<file path="config.mk">
export PLATFORM = sky130hd
export DESIGN_NAME = cmp_isqrt
export DESIGN_NICKNAME = d
export VERILOG_FILES = /design/src/hw/rtl/cmp_pkg.sv /design/src/hw/rtl/cmp_isqrt.sv
export SDC_FILE = /design/constraint.sdc
export NUM_CORES = 2
export LEC_CHECK = 0
export BUFFER_PORTS_ARGS = -buffer_cell sky130_fd_sc_hd__buf_2
export CAP_MARGIN = 0
export CORE_MARGIN = 8
export CORE_UTILIZATION = 30
export DETAILED_ROUTE_END_ITERATION = 6
export GPL_TIMING_DRIVEN = 0
export PLACE_DENSITY = 0.48
export SLEW_MARGIN = 20
export SYNTH_ARGS = -nofsm -noshare
export SYNTH_HDL_FRONTEND = slang
export SYNTH_SLANG_ARGS = --single-unit
</file>
<file path="constraint.sdc">
create_clock -name clk -period 17.25 [get_ports clk]
set_input_delay 1.725 -clock clk [delete_from_list [all_inputs] [get_ports clk]]
set_output_delay 1.725 -clock clk [all_outputs]
set_load 0.01 [all_outputs]
</file>
<file path="src/hw/rtl/cmp_pkg.sv">
`timescale 1ns / 1ps

package cmp_pkg;

    // Default build values
    localparam int STAGES_DEF     = 16;
    localparam int DATA_WIDTH_DEF = 16;

    // Result field widths
    localparam int MAG_WIDTH   = 16;
    localparam int PHASE_WIDTH = 17;

    // Fixed-point layout of the angle datapath (unit pi/2^31)
    localparam int GUARD_BITS  = 16;
    localparam int ROUND_SHIFT = 16;
    localparam int ANGLE_WIDTH = 34;
    localparam int ATAN_WIDTH  = 31;
    localparam int ATAN_DEPTH  = 32;
    localparam int ATAN_IDX_W  = $clog2(ATAN_DEPTH);

    localparam logic signed [ANGLE_WIDTH-1:0] PI_ANGLE    = ANGLE_WIDTH'(64'sd2147483648);
    localparam logic signed [ANGLE_WIDTH-1:0] ANGLE_ROUND = ANGLE_WIDTH'(64'sd32768);

    // Output angles for points on the axes (unit pi/32768)
    localparam logic signed [PHASE_WIDTH-1:0] PHASE_ZERO    = PHASE_WIDTH'(0);
    localparam logic signed [PHASE_WIDTH-1:0] PHASE_HALF_PI = PHASE_WIDTH'(16384);
    localparam logic signed [PHASE_WIDTH-1:0] PHASE_PI      = PHASE_WIDTH'(32768);

    // atan(2^-i) in units of pi/2^31, rounded
    function automatic logic [ATAN_WIDTH-1:0] atan_lut(input logic [ATAN_IDX_W-1:0] idx);
        logic [ATAN_WIDTH-1:0] val;
        begin
            case (idx)
                5'd0:    val = 31'd536870912;
                5'd1:    val = 31'd316933406;
                5'd2:    val = 31'd167458907;
                5'd3:    val = 31'd85004756;
                5'd4:    val = 31'd42667331;
                5'd5:    val = 31'd21354465;
                5'd6:    val = 31'd10679838;
                5'd7:    val = 31'd5340245;
                5'd8:    val = 31'd2670163;
                5'd9:    val = 31'd1335087;
                5'd10:   val = 31'd667544;
                5'd11:   val = 31'd333772;
                5'd12:   val = 31'd166886;
                5'd13:   val = 31'd83443;
                5'd14:   val = 31'd41722;
                5'd15:   val = 31'd20861;
                5'd16:   val = 31'd10430;
                5'd17:   val = 31'd5215;
                5'd18:   val = 31'd2608;
                5'd19:   val = 31'd1304;
                5'd20:   val = 31'd652;
                5'd21:   val = 31'd326;
                5'd22:   val = 31'd163;
                5'd23:   val = 31'd81;
                5'd24:   val = 31'd41;
                5'd25:   val = 31'd20;
                5'd26:   val = 31'd10;
                5'd27:   val = 31'd5;
                5'd28:   val = 31'd3;
                5'd29:   val = 31'd1;
                5'd30:   val = 31'd1;
                default: val = 31'd0;
            endcase
            return val;
        end
    endfunction

endpackage

</file>
<file path="src/hw/rtl/cmp_isqrt.sv">
`timescale 1ns / 1ps

module cmp_isqrt
    import cmp_pkg::*;
#(
    parameter int DATA_WIDTH = DATA_WIDTH_DEF,
    parameter int PAD        = 0
) (
    input  logic                         clk,
    input  logic                         en,
    input  logic signed [DATA_WIDTH-1:0] real_part,
    input  logic signed [DATA_WIDTH-1:0] imag_part,
    output logic        [MAG_WIDTH-1:0]  magnitude
);
    localparam int DW = DATA_WIDTH;
    localparam int NW = 2 * DATA_WIDTH;
    localparam int RW = DATA_WIDTH + 2;

    // Absolute values
    logic signed [DW:0] re_w;
    logic signed [DW:0] im_w;
    logic [DW-1:0]      are_next;
    logic [DW-1:0]      aim_next;
    logic [DW-1:0]      are_reg;
    logic [DW-1:0]      aim_reg;

    always_comb
    begin
        re_w     = (DW+1)'(real_part);
        im_w     = (DW+1)'(imag_part);
        are_next = real_part[DW-1] ? DW'(-re_w) : DW'(re_w);
        aim_next = imag_part[DW-1] ? DW'(-im_w) : DW'(im_w);
    end

    // Square each part, then sum
    logic [NW-1:0] sq_re_reg;
    logic [NW-1:0] sq_im_reg;
    logic [NW-1:0] n_reg    [DW+1];
    logic [RW-1:0] rem_reg  [DW+1];
    logic [DW-1:0] root_reg [DW+1];

    always_ff @(posedge clk)
    begin
        if (en)
        begin
            are_reg     <= are_next;
            aim_reg     <= aim_next;
            sq_re_reg   <= are_reg * are_reg;
            sq_im_reg   <= aim_reg * aim_reg;
            n_reg[0]    <= sq_re_reg + sq_im_reg;
            rem_reg[0]  <= '0;
            root_reg[0] <= '0;
        end
    end

    // Restoring square root, one result bit per stage
    for (genvar j = 0; j < DW; j++)
    begin : g_bit
        logic [RW+1:0] rem_cat;
        logic [RW+1:0] trial;
        logic [RW-1:0] rem_next;
        logic [DW-1:0] root_next;

        always_comb
        begin
            rem_cat = {rem_reg[j], n_reg[j][NW-1 -: 2]};
            trial   = {2'b00, root_reg[j], 2'b01};
            if (rem_cat >= trial)
            begin
                rem_next  = RW'(rem_cat - trial);
                root_next = {root_reg[j][DW-2:0], 1'b1};
            end
            else
            begin
                rem_next  = RW'(rem_cat);
                root_next = {root_reg[j][DW-2:0], 1'b0};
            end
        end

        always_ff @(posedge clk)
        begin
            if (en)
            begin
                n_reg[j+1]    <= n_reg[j] << 2;
                rem_reg[j+1]  <= rem_next;
                root_reg[j+1] <= root_next;
            end
        end
    end

    // Round to nearest: step up when the remainder exceeds the root
    logic [DW:0]          mag_full;
    logic [MAG_WIDTH-1:0] mag_next;
    logic [MAG_WIDTH-1:0] mag_reg;

    always_comb
    begin
        mag_full = (DW+1)'(root_reg[DW])
                 + (DW+1)'(rem_reg[DW] > RW'(root_reg[DW]));
        mag_next = MAG_WIDTH'(mag_full);
    end

    always_ff @(posedge clk)
    begin
        if (en)
        begin
            mag_reg <= mag_next;
        end
    end

    // Delay to line up with the angle path
    if (PAD > 0)
    begin : g_pad
        logic [MAG_WIDTH-1:0] pad_reg [PAD];

        always_ff @(posedge clk)
        begin
            if (en)
            begin
                pad_reg[0] <= mag_reg;
                for (int k = 1; k < PAD; k++)
                begin
                    pad_reg[k] <= pad_reg[k-1];
                end
            end
        end

        assign magnitude = pad_reg[PAD-1];
    end
    else
    begin : g_nopad
        assign magnitude = mag_reg;
    end

endmodule

</file>
Yosys cells after proc, flatten, opt, wreduce, memory -nomap -nowiden
Memories as Yosys holds them, arrays and structs flattened.
Cells that the tools add are included.

storage, ports and cells
  flip-flop bits (word level) = 112
  bits in writable memories = 1,122
  input bits = 34
  output and inout bits = 16
  logic and storage cells = 85
  memories kept = 3

operators by class
  add/subtract/negate cells = 20
  multipliers = 2
  order comparisons = 17
  mux-type cells = 36

memories
  memory    depth  bits a word  read ports  clocked after Yosys merged registers in  wr ports  line             source
  n_reg     17     32           16          0                                        17        cmp_isqrt.sv:38  logic [NW-1:0] n_reg [DW+1];
  rem_reg   17     18           17          0                                        17        cmp_isqrt.sv:39  logic [RW-1:0] rem_reg [DW+1];
  root_reg  17     16           17          0                                        17        cmp_isqrt.sv:40  logic [DW-1:0] root_reg [DW+1];

operator list
  kind                                                            count
  20-bit by 18-bit greater-or-equal comparator with 1-bit output  16
  18-bit 2-to-1 mux                                               16
  18-bit subtractor                                               16
  16-bit by 16-bit multiplier with 32-bit output                  2
  32-bit adder                                                    1
  16-bit negation                                                 2
  15-bit 2-to-1 mux                                               2
  18-bit by 16-bit > comparator with 1-bit output                 1
  1-bit 2-to-1 mux                                                18
  16-bit by 1-bit adder with 16-bit output                        1

Longest topological paths before layout
An unclocked memory read counts as a cell.

  word-level depth = 3
  depth in mapped cells = 25
  mapped depth without buffers = 23

Least setup slack after synthesis
No wires, ideal clock.

  path type = register -> register
  from = reg are_reg[1]
  to = reg sq_re_reg[30] (data pin)
  setup time = 263 ps
  arrival time = 6,189 ps
  required time = 16,987 ps
  setup slack = 10,798 ps
  stages on the path, launching flop included = 23
  path buffers = 3
  period minus slack after synthesis = 6,452 ps
  cell sequence = edfxtp_1 clkbuf_1 clkbuf_1 nand2_1 fa_1 inv_1 fa_1 fa_1 fa_1 fa_1 inv_1 fa_1 inv_1 ha_1 clkbuf_1 a21oi_1 nand3_1 a2111oi_2 nor3_1 a2111oi_2 nor2_1 a311oi_1 xnor2_1

between the ends
  word-level cells in the longest chain between the ends = 1

RTL lines
  item                                            line             source
  start: declaration                              cmp_isqrt.sv:24  logic [DW-1:0] are_reg;
  start signal: assignment                        cmp_isqrt.sv:46  are_reg <= are_next;
  16-bit by 16-bit multiplier with 32-bit output  cmp_isqrt.sv:48  sq_re_reg <= are_reg * are_reg;
  end signal: assignment                          cmp_isqrt.sv:48
  end: declaration                                cmp_isqrt.sv:36  logic [NW-1:0] sq_re_reg;

No other way between the ends.
A chain may end at the register's enable or synchronous reset.

Worst setup path in the final report
Ends and elaborated chain as after synthesis.

==> results.yml <==
global_routing:
  largest_net_degree_at_the_start_of_global_routing: 101
  grt_first_pass_wirelength_um: 170700
  antenna_found_initial: 4
  remaining_global_route_overflow: 0
  globalRouteTotalUtil_pct: 11.31
  grt_pass1_vias: 32220
clocking:
  clock_insertion_delay_at_the_later_pin_of_the_skew_report_ns: 0.68
  cts.sinks: 786
  num_cts_buffers: 87
  post_cts_resize_count: 0
  htreeDepth: 3
  cts_tree: "done"
  cts_hold_repair.buffers: 0
  clockBufferDepth: 3
  postCtsSetupBuffers: 0
  cts_root_buf: "clkbuf_16"
  worst_setup_hold_path_clk_slew_ns: 0.06
timing:
  period_needed_ns: 7.992
  finalSetupViolCount: 0
  finalMaxSlewViolations: 0
  final.setup.tns_ns: 0
  clock.fmax_mhz: 125.1
  post-route-period-util_pct: 46.33
  rsz0062_at_grt: "false"
  slew_headroom_pct: 34.83
  timing_hold_violations_final: 0
  max_slew.worst_pin.slew_ns: 0.9649
  clock-skew-final_ns: 0.03065
yosys:
  netlist_top_cells_area: "edfxtp_1 46%, fa_1 13%, ha_1 10%, inv_1 5.3%, xnor2_1 3.6%"
  synth.net_count: 5188
  synthDominantAreaCellType: "edfxtp_1"
  synth_edf_count: 786
  synth_sequential_area_ratio_pct: 46.06
  yosys.area.top_type_share_pct: 46.06
  ys_dominant_reg_cell: "edfxtp_1"
  yosys_warnings: 0
  postSynthCellCount: 4417
  postSynth.asyncResetShare_pct: 0
  synth_area_um2: 51250
  synth_area_per_inst_um2: 11.60
  yosys_cell_types: 89
  yosys_register_bits: 786
detailed_routing:
  iteration_0_drc_count_of_the_detailed_router: 1504
  wire_per_inst_um: 15.36
  routed_wl_um: 105100
  drc_errors: 0
  dr_total_vias: 31170
  drt_first_pass_iters: 5
  via_per_inst: 4.553
  antenna_violating_nets_post_route: 0
run:
  maxCapViolCount: 0
placed_design:
  half_perimeter_wire_length_after_placement_um: 81470
  placed_cells: 6693
  placedInstanceArea_um2: 54520
  port_buffers: 49
  finalWeightedCongestion: 0.8225
floorplan:
  floorplan.die.width_um: 429.3
  std_cell_rows: 151
  die-area_um2: 184300
  fp.dieH_um: 429.3
  ioPinCount: 50
  core_area_um2: 169500
  starting_density_of_the_core_pct: 30.24
hold_path:
  hp-class: "reg2reg"
  holdPathStages: 0
  worst_hold_startpoint: "n_reg[0][25]"
layout:
  most-common-layout-cells: "786 x edfxtp_1, 720 x inv_1, 409 x ha_1"
  fillerInstances: 16890
  fin_util_pct: 33.80
  largest_register_ff_count: 272
  post_route_insts_no_fill: 6845
  layout-drive-gt1-share_pct: 5.578
  most_common_library_cell_in_the_layout_ignoring_fill_and_taps: "edfxtp_1"
  seq_area_um2: 23600
  multiInputGateArea_um2: 24620
  design_area_um2: 57280
  area_growth_syn_to_layout_pct: 11.78
  finalNetCount: 5335
worst_setup_path:
  critical_path.startpoint: "are_reg[1]"
  data_arrival_time_of_the_worst_path_ns: 8.38
  critPathCaptureType: "register"
  path_class: "reg2reg"
  critical_path.max_fanout: 10
  startpoint_type: "register"
  cp_data_required_time_ns: 17.64
  rr_startpoint: "are_reg[1]"
  r2r.worst_path.cells: 22
outcome:
  outcome: "complete, no violations"
synth_stat cells, drive strengths merged (29+ instances only):
library cell  count
clkbuf           68
nand3            53
nand2           320
nand2b           43
mux2             35
inv             723
o31ai            35
and2            111
or3              31
edfxtp          786
o21ai           145
nor2            214
xnor2           212
xor2            130
nor4             33
a21o             86
nand4            29
ha              409
nor2b            44
a21oi           201
o21a             40
nor3             64
fa              328
per-stage QoR:
step           setup slack [ns]  hold WS (ns)
2_1_floorplan             10.80        0.4003
3_3_place_gp              1.651        0.4001
3_5_place_dp              9.240        0.4045
4_1_cts                   9.215        0.4002
5_1_grt                   8.733        0.4039
6_report                  9.259        0.4028
kinds of logic (layout without fill, tap and decap cells):
family	Yosys count	in the layout	share of synthesized area, %
other	1	3	0.007318
muxes	42	42	0.9058
DFF	786	786	46.06
buffers and inverters	801	1009	5.889
and+or+nand+nor	1043	1043	10.19
xor gates and xnor gates	342	342	5.845
AOI/OAI and AO/OA	665	665	8.306
adders and majority gates	737	737	22.80
final cells by class:
class	count	area share (%)
diodes	2	0.008737
clock buffers	107	4.006
well taps	2218	4.845
clock inverters	43	0.8038
plain buffers	78	0.5308
multi-input cells	2830	42.99
inverters	723	4.738
repair buffers	58	0.8781
flip-flops and latches	786	41.20
worst paths after layout:
| path | end | slack, ns |
|---|---|---|
| setup / recovery | sq_re_reg[30] | 9.26 |
| setup reg to reg | sq_re_reg[30] | 9.26 |
| hold reg to reg | n_reg[0][59] | 0.40 |
| hold / removal | n_reg[0][59] | 0.40 |
critical path, cell delays in order (launching register included):
cell and delay (ns):
edfxtp_1 0.35, clkbuf_1 0.47, clkbuf_1 0.57, nand2_1 0.17, fa_1 0.60, inv_1 0.07
fa_1 0.51, fa_1 0.52, fa_1 0.55, fa_1 0.55, inv_1 0.05, fa_1 0.59
inv_1 0.06, ha_1 0.27, clkbuf_1 0.19, a21oi_1 0.28, nand3_1 0.15, a2111oi_2 0.39
nor3_1 0.13, a2111oi_2 0.59, nor2_1 0.18, a311oi_1 0.38, xnor2_1 0.11
layer usage:
metal / track usage (%) / vias to the layer above / wire length [um]
met2: 20.56 / 356 / 53500
met1: 13.87 / 15210 / 46120
met4: 2.868 / 0 / 2377
met3: 1.921 / 145 / 3121
li1: - / 15450 / -
met5: 0 / - / 0
Power is not shown: default switching activity piles up to over one toggle a cycle in this logic, so the estimate is an artifact.
