[config.mk]
export PLATFORM = sky130hd
export DESIGN_NAME = cmp_cordic
export DESIGN_NICKNAME = d
export VERILOG_FILES = /design/src/hw/rtl/cmp_pkg.sv /design/src/hw/rtl/cmp_cordic.sv
export SDC_FILE = /design/constraint.sdc
export NUM_CORES = 2
export LEC_CHECK = 0
export ABC_CLOCK_PERIOD_IN_PS = 5030
export BUFFER_PORTS_ARGS = -buffer_cell sky130_fd_sc_hd__buf_2
export CAP_MARGIN = 30
export CORE_MARGIN = 8
export CORE_UTILIZATION = 55
export CTS_BUF_LIST = sky130_fd_sc_hd__clkbuf_16
export CTS_CLUSTER_SIZE = 16
export DETAILED_ROUTE_END_ITERATION = 12
export PLACE_DENSITY = 0.75
export SYNTH_ARGS = -nofsm -noshare
export SYNTH_HDL_FRONTEND = slang
export SYNTH_SLANG_ARGS = --single-unit
[constraint.sdc]
create_clock -name clk -period 5.03 [get_ports clk]
set_input_delay 0.503 -clock clk [delete_from_list [all_inputs] [get_ports clk]]
set_output_delay 0.503 -clock clk [all_outputs]
set_load 0.005 [all_outputs]
[src/hw/rtl/cmp_pkg.sv]
`timescale 1ns / 1ps

package cmp_pkg;

    // Default build values
    localparam int STAGES_DEF     = 16;
    localparam int DATA_WIDTH_DEF = 16;

    // Result field widths
    localparam int MAG_WIDTH   = 16;
    localparam int PHASE_WIDTH = 17;

    // Fixed-point layout of the angle datapath (unit pi/2^31)
    localparam int GUARD_BITS  = 16;
    localparam int ROUND_SHIFT = 16;
    localparam int ANGLE_WIDTH = 34;
    localparam int ATAN_WIDTH  = 31;
    localparam int ATAN_DEPTH  = 32;
    localparam int ATAN_IDX_W  = $clog2(ATAN_DEPTH);

    localparam logic signed [ANGLE_WIDTH-1:0] PI_ANGLE    = ANGLE_WIDTH'(64'sd2147483648);
    localparam logic signed [ANGLE_WIDTH-1:0] ANGLE_ROUND = ANGLE_WIDTH'(64'sd32768);

    // Output angles for points on the axes (unit pi/32768)
    localparam logic signed [PHASE_WIDTH-1:0] PHASE_ZERO    = PHASE_WIDTH'(0);
    localparam logic signed [PHASE_WIDTH-1:0] PHASE_HALF_PI = PHASE_WIDTH'(16384);
    localparam logic signed [PHASE_WIDTH-1:0] PHASE_PI      = PHASE_WIDTH'(32768);

    // atan(2^-i) in units of pi/2^31, rounded
    function automatic logic [ATAN_WIDTH-1:0] atan_lut(input logic [ATAN_IDX_W-1:0] idx);
        logic [ATAN_WIDTH-1:0] val;
        begin
            case (idx)
                5'd0:    val = 31'd536870912;
                5'd1:    val = 31'd316933406;
                5'd2:    val = 31'd167458907;
                5'd3:    val = 31'd85004756;
                5'd4:    val = 31'd42667331;
                5'd5:    val = 31'd21354465;
                5'd6:    val = 31'd10679838;
                5'd7:    val = 31'd5340245;
                5'd8:    val = 31'd2670163;
                5'd9:    val = 31'd1335087;
                5'd10:   val = 31'd667544;
                5'd11:   val = 31'd333772;
                5'd12:   val = 31'd166886;
                5'd13:   val = 31'd83443;
                5'd14:   val = 31'd41722;
                5'd15:   val = 31'd20861;
                5'd16:   val = 31'd10430;
                5'd17:   val = 31'd5215;
                5'd18:   val = 31'd2608;
                5'd19:   val = 31'd1304;
                5'd20:   val = 31'd652;
                5'd21:   val = 31'd326;
                5'd22:   val = 31'd163;
                5'd23:   val = 31'd81;
                5'd24:   val = 31'd41;
                5'd25:   val = 31'd20;
                5'd26:   val = 31'd10;
                5'd27:   val = 31'd5;
                5'd28:   val = 31'd3;
                5'd29:   val = 31'd1;
                5'd30:   val = 31'd1;
                default: val = 31'd0;
            endcase
            return val;
        end
    endfunction

endpackage

[src/hw/rtl/cmp_cordic.sv]
`timescale 1ns / 1ps

module cmp_cordic
    import cmp_pkg::*;
#(
    parameter int STAGES     = STAGES_DEF,
    parameter int DATA_WIDTH = DATA_WIDTH_DEF,
    parameter int PAD        = 0
) (
    input  logic                          clk,
    input  logic                          en,
    input  logic signed [DATA_WIDTH-1:0]  real_part,
    input  logic signed [DATA_WIDTH-1:0]  imag_part,
    output logic signed [PHASE_WIDTH-1:0] phase_angle
);
    localparam int XW = DATA_WIDTH + GUARD_BITS + 3;

    logic signed [XW-1:0]          x_reg    [STAGES+1];
    logic signed [XW-1:0]          y_reg    [STAGES+1];
    logic signed [ANGLE_WIDTH-1:0] z_reg    [STAGES+1];
    logic                          axis_reg [STAGES+1];
    logic signed [PHASE_WIDTH-1:0] axis_ang_reg [STAGES+1];

    logic signed [DATA_WIDTH:0]    re_w;
    logic signed [DATA_WIDTH:0]    im_w;
    logic                          left_half;
    logic signed [XW-1:0]          x_next;
    logic signed [XW-1:0]          y_next;
    logic signed [ANGLE_WIDTH-1:0] z_next;
    logic                          axis_next;
    logic signed [PHASE_WIDTH-1:0] axis_ang_next;

    // Fold the left half-plane onto the right, seed the angle with +-pi
    always_comb
    begin
        re_w      = (DATA_WIDTH+1)'(real_part);
        im_w      = (DATA_WIDTH+1)'(imag_part);
        left_half = real_part[DATA_WIDTH-1];
        if (left_half)
        begin
            x_next = XW'(-re_w) <<< GUARD_BITS;
            y_next = XW'(-im_w) <<< GUARD_BITS;
            z_next = imag_part[DATA_WIDTH-1] ? -PI_ANGLE : PI_ANGLE;
        end
        else
        begin
            x_next = XW'(re_w) <<< GUARD_BITS;
            y_next = XW'(im_w) <<< GUARD_BITS;
            z_next = '0;
        end
    end

    // Points on an axis bypass the rotation; the origin reads as -pi/2
    always_comb
    begin
        axis_next = (real_part == '0) || (imag_part == '0);
        if (real_part == '0)
        begin
            axis_ang_next = (imag_part > 0) ? PHASE_HALF_PI : -PHASE_HALF_PI;
        end
        else
        begin
            axis_ang_next = left_half ? PHASE_PI : PHASE_ZERO;
        end
    end

    always_ff @(posedge clk)
    begin
        if (en)
        begin
            x_reg[0]        <= x_next;
            y_reg[0]        <= y_next;
            z_reg[0]        <= z_next;
            axis_reg[0]     <= axis_next;
            axis_ang_reg[0] <= axis_ang_next;
        end
    end

    // One micro-rotation per stage, driving y toward zero
    for (genvar i = 0; i < STAGES; i++)
    begin : g_rot
        localparam logic signed [ANGLE_WIDTH-1:0] ATAN_I =
            ANGLE_WIDTH'(atan_lut(ATAN_IDX_W'(i)));

        logic signed [XW-1:0]          xs;
        logic signed [XW-1:0]          ys;
        logic signed [XW-1:0]          x_rot_next;
        logic signed [XW-1:0]          y_rot_next;
        logic signed [ANGLE_WIDTH-1:0] z_rot_next;

        always_comb
        begin
            xs = x_reg[i] >>> i;
            ys = y_reg[i] >>> i;
            if (!y_reg[i][XW-1])
            begin
                x_rot_next = x_reg[i] + ys;
                y_rot_next = y_reg[i] - xs;
                z_rot_next = z_reg[i] + ATAN_I;
            end
            else
            begin
                x_rot_next = x_reg[i] - ys;
                y_rot_next = y_reg[i] + xs;
                z_rot_next = z_reg[i] - ATAN_I;
            end
        end

        always_ff @(posedge clk)
        begin
            if (en)
            begin
                x_reg[i+1]        <= x_rot_next;
                y_reg[i+1]        <= y_rot_next;
                z_reg[i+1]        <= z_rot_next;
                axis_reg[i+1]     <= axis_reg[i];
                axis_ang_reg[i+1] <= axis_ang_reg[i];
            end
        end
    end

    // Round to units of pi/32768, half rounds up
    logic signed [ANGLE_WIDTH-1:0] z_round;
    logic signed [PHASE_WIDTH-1:0] phase_next;
    logic signed [PHASE_WIDTH-1:0] phase_reg;

    always_comb
    begin
        z_round = z_reg[STAGES] + ANGLE_ROUND;
        if (axis_reg[STAGES])
        begin
            phase_next = axis_ang_reg[STAGES];
        end
        else
        begin
            phase_next = $signed(z_round[ROUND_SHIFT +: PHASE_WIDTH]);
        end
    end

    always_ff @(posedge clk)
    begin
        if (en)
        begin
            phase_reg <= phase_next;
        end
    end

    // Delay to line up with the magnitude path
    if (PAD > 0)
    begin : g_pad
        logic signed [PHASE_WIDTH-1:0] pad_reg [PAD];

        always_ff @(posedge clk)
        begin
            if (en)
            begin
                pad_reg[0] <= phase_reg;
                for (int k = 1; k < PAD; k++)
                begin
                    pad_reg[k] <= pad_reg[k-1];
                end
            end
        end

        assign phase_angle = pad_reg[PAD-1];
    end
    else
    begin : g_nopad
        assign phase_angle = phase_reg;
    end

endmodule

### Word-level counts from Yosys, hierarchy flattened

Memory sizes are Yosys's and may differ from the RTL's.
Cells that the tools add are included.

* $add $sub $neg: 98
* magnitude comparators: 1
* muxes and demuxes: 58
* reductions and logical operators: 3

Operator list (count)
* $mux W35: 34
* $mux W34: 18
* $add A35 B20 Y35: 2
* $add A35 B21 Y35: 2
* $add A35 B22 Y35: 2
* $add A35 B23 Y35: 2
* $add A35 B24 Y35: 2
* $add A35 B25 Y35: 2
* $add A35 B26 Y35: 2
* $add A35 B27 Y35: 2
* $add A35 B28 Y35: 2
* $add A35 B29 Y35: 2
* $add A35 B30 Y35: 2
* $add A35 B31 Y35: 2
* $add A35 B32 Y35: 2
* $add A35 B33 Y35: 2
* $add A35 B34 Y35: 2
* $sub A35 B20 Y35: 2
* $sub A35 B21 Y35: 2
* $sub A35 B22 Y35: 2
* $sub A35 B23 Y35: 2
* $sub A35 B24 Y35: 2
* $sub A35 B25 Y35: 2
* $sub A35 B26 Y35: 2
* other kinds (50): 64

* register bits: 17
* memory bits (writable): 2074
* input port bits: 34
* output and inout port bits: 17
* memories kept: 5

Memories
* x_reg: depth 17, bits a word 35, read ports 16, clocked after memory_dff 0, write ports 17, line cmp_cordic.sv:18 `logic signed [XW-1:0] x_reg [STAGES+1];`
* y_reg: depth 17, bits a word 35, read ports 16, clocked after memory_dff 0, write ports 17, line cmp_cordic.sv:19 `logic signed [XW-1:0] y_reg [STAGES+1];`
* z_reg: depth 17, bits a word 34, read ports 17, clocked after memory_dff 0, write ports 17, line cmp_cordic.sv:20 `logic signed [ANGLE_WIDTH-1:0] z_reg [STAGES+1];`
* axis_ang_reg: depth 17, bits a word 17, read ports 17, clocked after memory_dff 0, write ports 17, line cmp_cordic.sv:22 `logic signed [PHASE_WIDTH-1:0] axis_ang_reg [STAGES+1];`
* axis_reg: depth 17, bits a word 1, read ports 17, clocked after memory_dff 0, write ports 17, line cmp_cordic.sv:21 `logic axis_reg [STAGES+1];`

### Longest topological paths before layout

* depth in word-level cells: 3
* mapped depth: 22
* mapped depth without buffers: 21

### Least setup slack after synthesis

Ideal clock, no wire load.

* path kind: register to register
* from: memory y_reg[0][174] in the netlist's numbering
* to: memory y_reg[0][209] in the netlist's numbering (data pin)
* library setup time: 259 ps
* arrival: 4248 ps
* data required time: 4771 ps
* slack: 523 ps
* stages on the path, launching flop included: 18
* period minus slack after synthesis: 4507 ps
* path through: edfxtp_1 -> clkbuf_1 -> clkbuf_1 -> a21oi_1 -> xor2_1 -> ha_1 -> fa_1 -> a21o_1 -> a21oi_1 -> o21bai_1 -> a21o_1 -> o311ai_1 -> o22ai_1 -> o41ai_2 -> o211ai_1 -> a21o_1 -> a21oi_1 -> xnor2_1

RTL lines (line)
* start: declaration: cmp_cordic.sv:19

==> reports/metrics.yaml <==
wl_per_cell_um: 19.7
rows: 168
syn_area_per_cell_um2: 9.61
die_area_um2: 224000
cp.required_ps: 5650
die_x_um: 474
synth_edf_count: 1406
async_flop_share_pct: 0
initial_core_util_pct: 55.1
slowest_stage: "edfxtp_1"
root_buffer: "clkbuf_16"
finalHoldViolations: 0
core_um2: 209000
slew_headroom_pct: 35.5
finalSetupViolCount: 0
gr-max-usage-layer: "met2"
yosysTopAreaCellShare_pct: 36.6
place_area_um2: 120000
num-fill-cells: 17600
yosysTopAreaCell: "edfxtp_1"
grt.overflow.total: 0
wirelength_um: 300000
seqCellArea_um2: 42200
clock-sinks: 1406
cts_buffer_depth: 3
multi_input_area_um2: 70400
synth_flop_cell: "edfxtp_1"
min_period_ps: 4790
synthToLayoutAreaGrowth_pct: 9.46
portBuffers: 50
yosysMostFrequentCell: "edfxtp_1"
grt_use_met3_pct: 3.77
first_global_vias: 88000
cp-start-kind: "flop"
outcome: "completed"
critical_path_class: "reg2reg"
synth_cell_types: 99
crit_arrival_ps: 5410
design_area_um2: 126000
synth_area_leaders: "edfxtp_1 (37%), ha_1 (14%), xnor2_1 (8.4%), a21oi_1 (5.3%), xor2_1 (4.6%)"
synthCells: 12000
drive_gt1_share_pct: 5.53
gp_congestion: 0.963
synthTopCellsByCount: "edfxtp_1 (1406), ha_1 (1300), nor2_1 (1220), a21oi_1 (1209), xnor2_1 (1099)"
grt.met2_usage_pct: 41.8
fin_skew_ps: 41.9
tightest_slew_ps: 968
grt_max_degree: 141
fin_nets: 13700
cts_tree: "done"
ys_seq_area_share_pct: 36.6
fmax_mhz: 209
synth.ff_latch_count: 1406
use_met1_pct: 35.1
drcViolationCount: 0
first_pass_iters: 7
cp_max_fo: 5
clock_latency_ps: 830
yosysWarnings: 0
maxCapViolations: 0
endpoint_kind: "flop"
grt_pass1_wl_um: 473000
critPathMaxStageDelay_ps: 470
numCtsBuffers: 163
antenna_found_initial: 4
fp.dieH_um: 474
hpwl_um: 237000
maxSlewViolCount: 0
hp-class: "in2reg"
crit_chain: "inv_1 -> ha_1 -> nand2_1 -> nor3_2 -> and2_1 -> a21oi_1 -> xor2_1 -> ha_1 -> a21o_1 -> a21o_1 -> a21oi_1 -> o21ai_1 -> a21oi_2 -> a211oi_1 -> nor3_1 -> buf_4 -> o21ai_1 -> a2111oi_1 -> o21bai_1 -> xor2_2"
synth_area_um2: 115000
htreeDepth: 4
ioPinCount: 51
first_iter_violations: 7590
track_usage_pct: 25.7
largest_reg_flops: 444
finalCritPeriodShare_pct: 95.3
dr_total_vias: 91600
drtAntennaViolNets: 0
clk_pin_slew_ps: 60
avgViaCountPerCell: 6.02
[routing by layer]
metal | share of wire [%] | up-vias | wire (µm)
met5 | 0 | - | 0
met1 | 45 | 43500 | 134000
met4 | 3.6 | 0 | 10700
met3 | 6.2 | 510 | 18600
met2 | 45 | 2771 | 136000
li1 | - | 44800 | -
[metrics by stage]
step	setup WS [ps]	setup TNS, ps	cells	hold slack (ps)	util, %
final	237	0	15200	88.7	60.4
after global routing	-60.2	-60.2	15200	87.4	60.4
after CTS	24.6	0	15200	7.55	60.3
after detailed placement	-29.7	-29.7	14900	405	57.6
after global placement	9.42	0	14900	401	57.6
after floorplan	523	0	12000	400	-
[cell type report]
cell class                      count  area share [%]
Antenna cell                        2         0.00397
Clock buffer                      163            3.23
Clock inverter                    137           0.982
Inverter                          528            1.57
Multi-Input combinational cell   9857            55.8
Sequential cell                  1406            33.5
Tap cell                         2805            2.78
Timing Repair Buffer              331            2.11
[logic make-up after synthesis]
logic type | Yosys count | synth area share, %
compound gates | 3402 | 18.8
simple gates | 3361 | 14.0
xor+xnor | 1709 | 13.0
flops | 1406 | 36.6
fa+ha+maj | 1334 | 14.7
buf+inv | 730 | 2.38
mux | 48 | 0.442
other cells | 1 | 0.00325
[repair_timing]
item | in CTS | in global routing
endpoints found under the hold margin | 32 | 0
hold buffers | 30 | 0
resized for setup | 1 | 30
pin swaps | 0 | 1
endpoints found under the setup margin | 1 | 41
buffers inserted | 0 | 2
[cells in the final DEF (no fill, tap or decap), types with 37 or more instances in the layout]
cell type | netlist | layout
o21a_1 | 193 | 193
a211oi_1 | 70 | 70
or2_2 | 43 | 43
clkbuf_16 | 0 | 163
o211ai_1 | 48 | 48
buf_2 | 3 | 49
o21bai_1 | 150 | 150
ha_1 | 1300 | 1300
nor2b_1 | 219 | 219
o21ai_0 | 437 | 437
and3_1 | 103 | 103
buf_4 | 1 | 234
nand3_1 | 182 | 182
nor3_1 | 327 | 322
a21o_1 | 555 | 555
nand2_1 | 583 | 583
o41ai_1 | 38 | 37
and2_1 | 92 | 92
xnor2_1 | 1099 | 1099
a21oi_1 | 1209 | 1206
edfxtp_1 | 1406 | 1406
xor2_1 | 610 | 609
o31ai_1 | 68 | 67
nand4_1 | 97 | 97
nand2b_1 | 191 | 191
or3_1 | 64 | 64
a31oi_1 | 131 | 131
inv_1 | 525 | 556
nor4_1 | 95 | 86
o21ai_1 | 89 | 88
nor2_1 | 1220 | 1220
[critical path, delay by kind of cell (launching register included)]
family	cells	cell delay, ps
buf+inv	2	380
simple gates	4	860
flops	1	470
fa+ha+maj	2	460
compound gates	10	1870
xor+xnor	2	530
[path summary, 6_finish.rpt]
path                                start                 endpoint  slack [ps]  cells past startpoint
setup / recovery  x_reg[0][181]$_DFFE_PP_  y_reg[0][244]$_DFFE_PP_         240                     20
hold / removal               imag_part[1]   y_reg[0][19]$_DFFE_PP_          90                      3
setup reg to reg  x_reg[0][181]$_DFFE_PP_  y_reg[0][244]$_DFFE_PP_         240                     20
hold reg to reg    axis_reg[11]$_DFFE_PP_   axis_reg[12]$_DFFE_PP_         420                      0
Power is left out: the tool's default activity adds up to more than one toggle a clock period on the data nets, which glitch-free logic cannot reach.
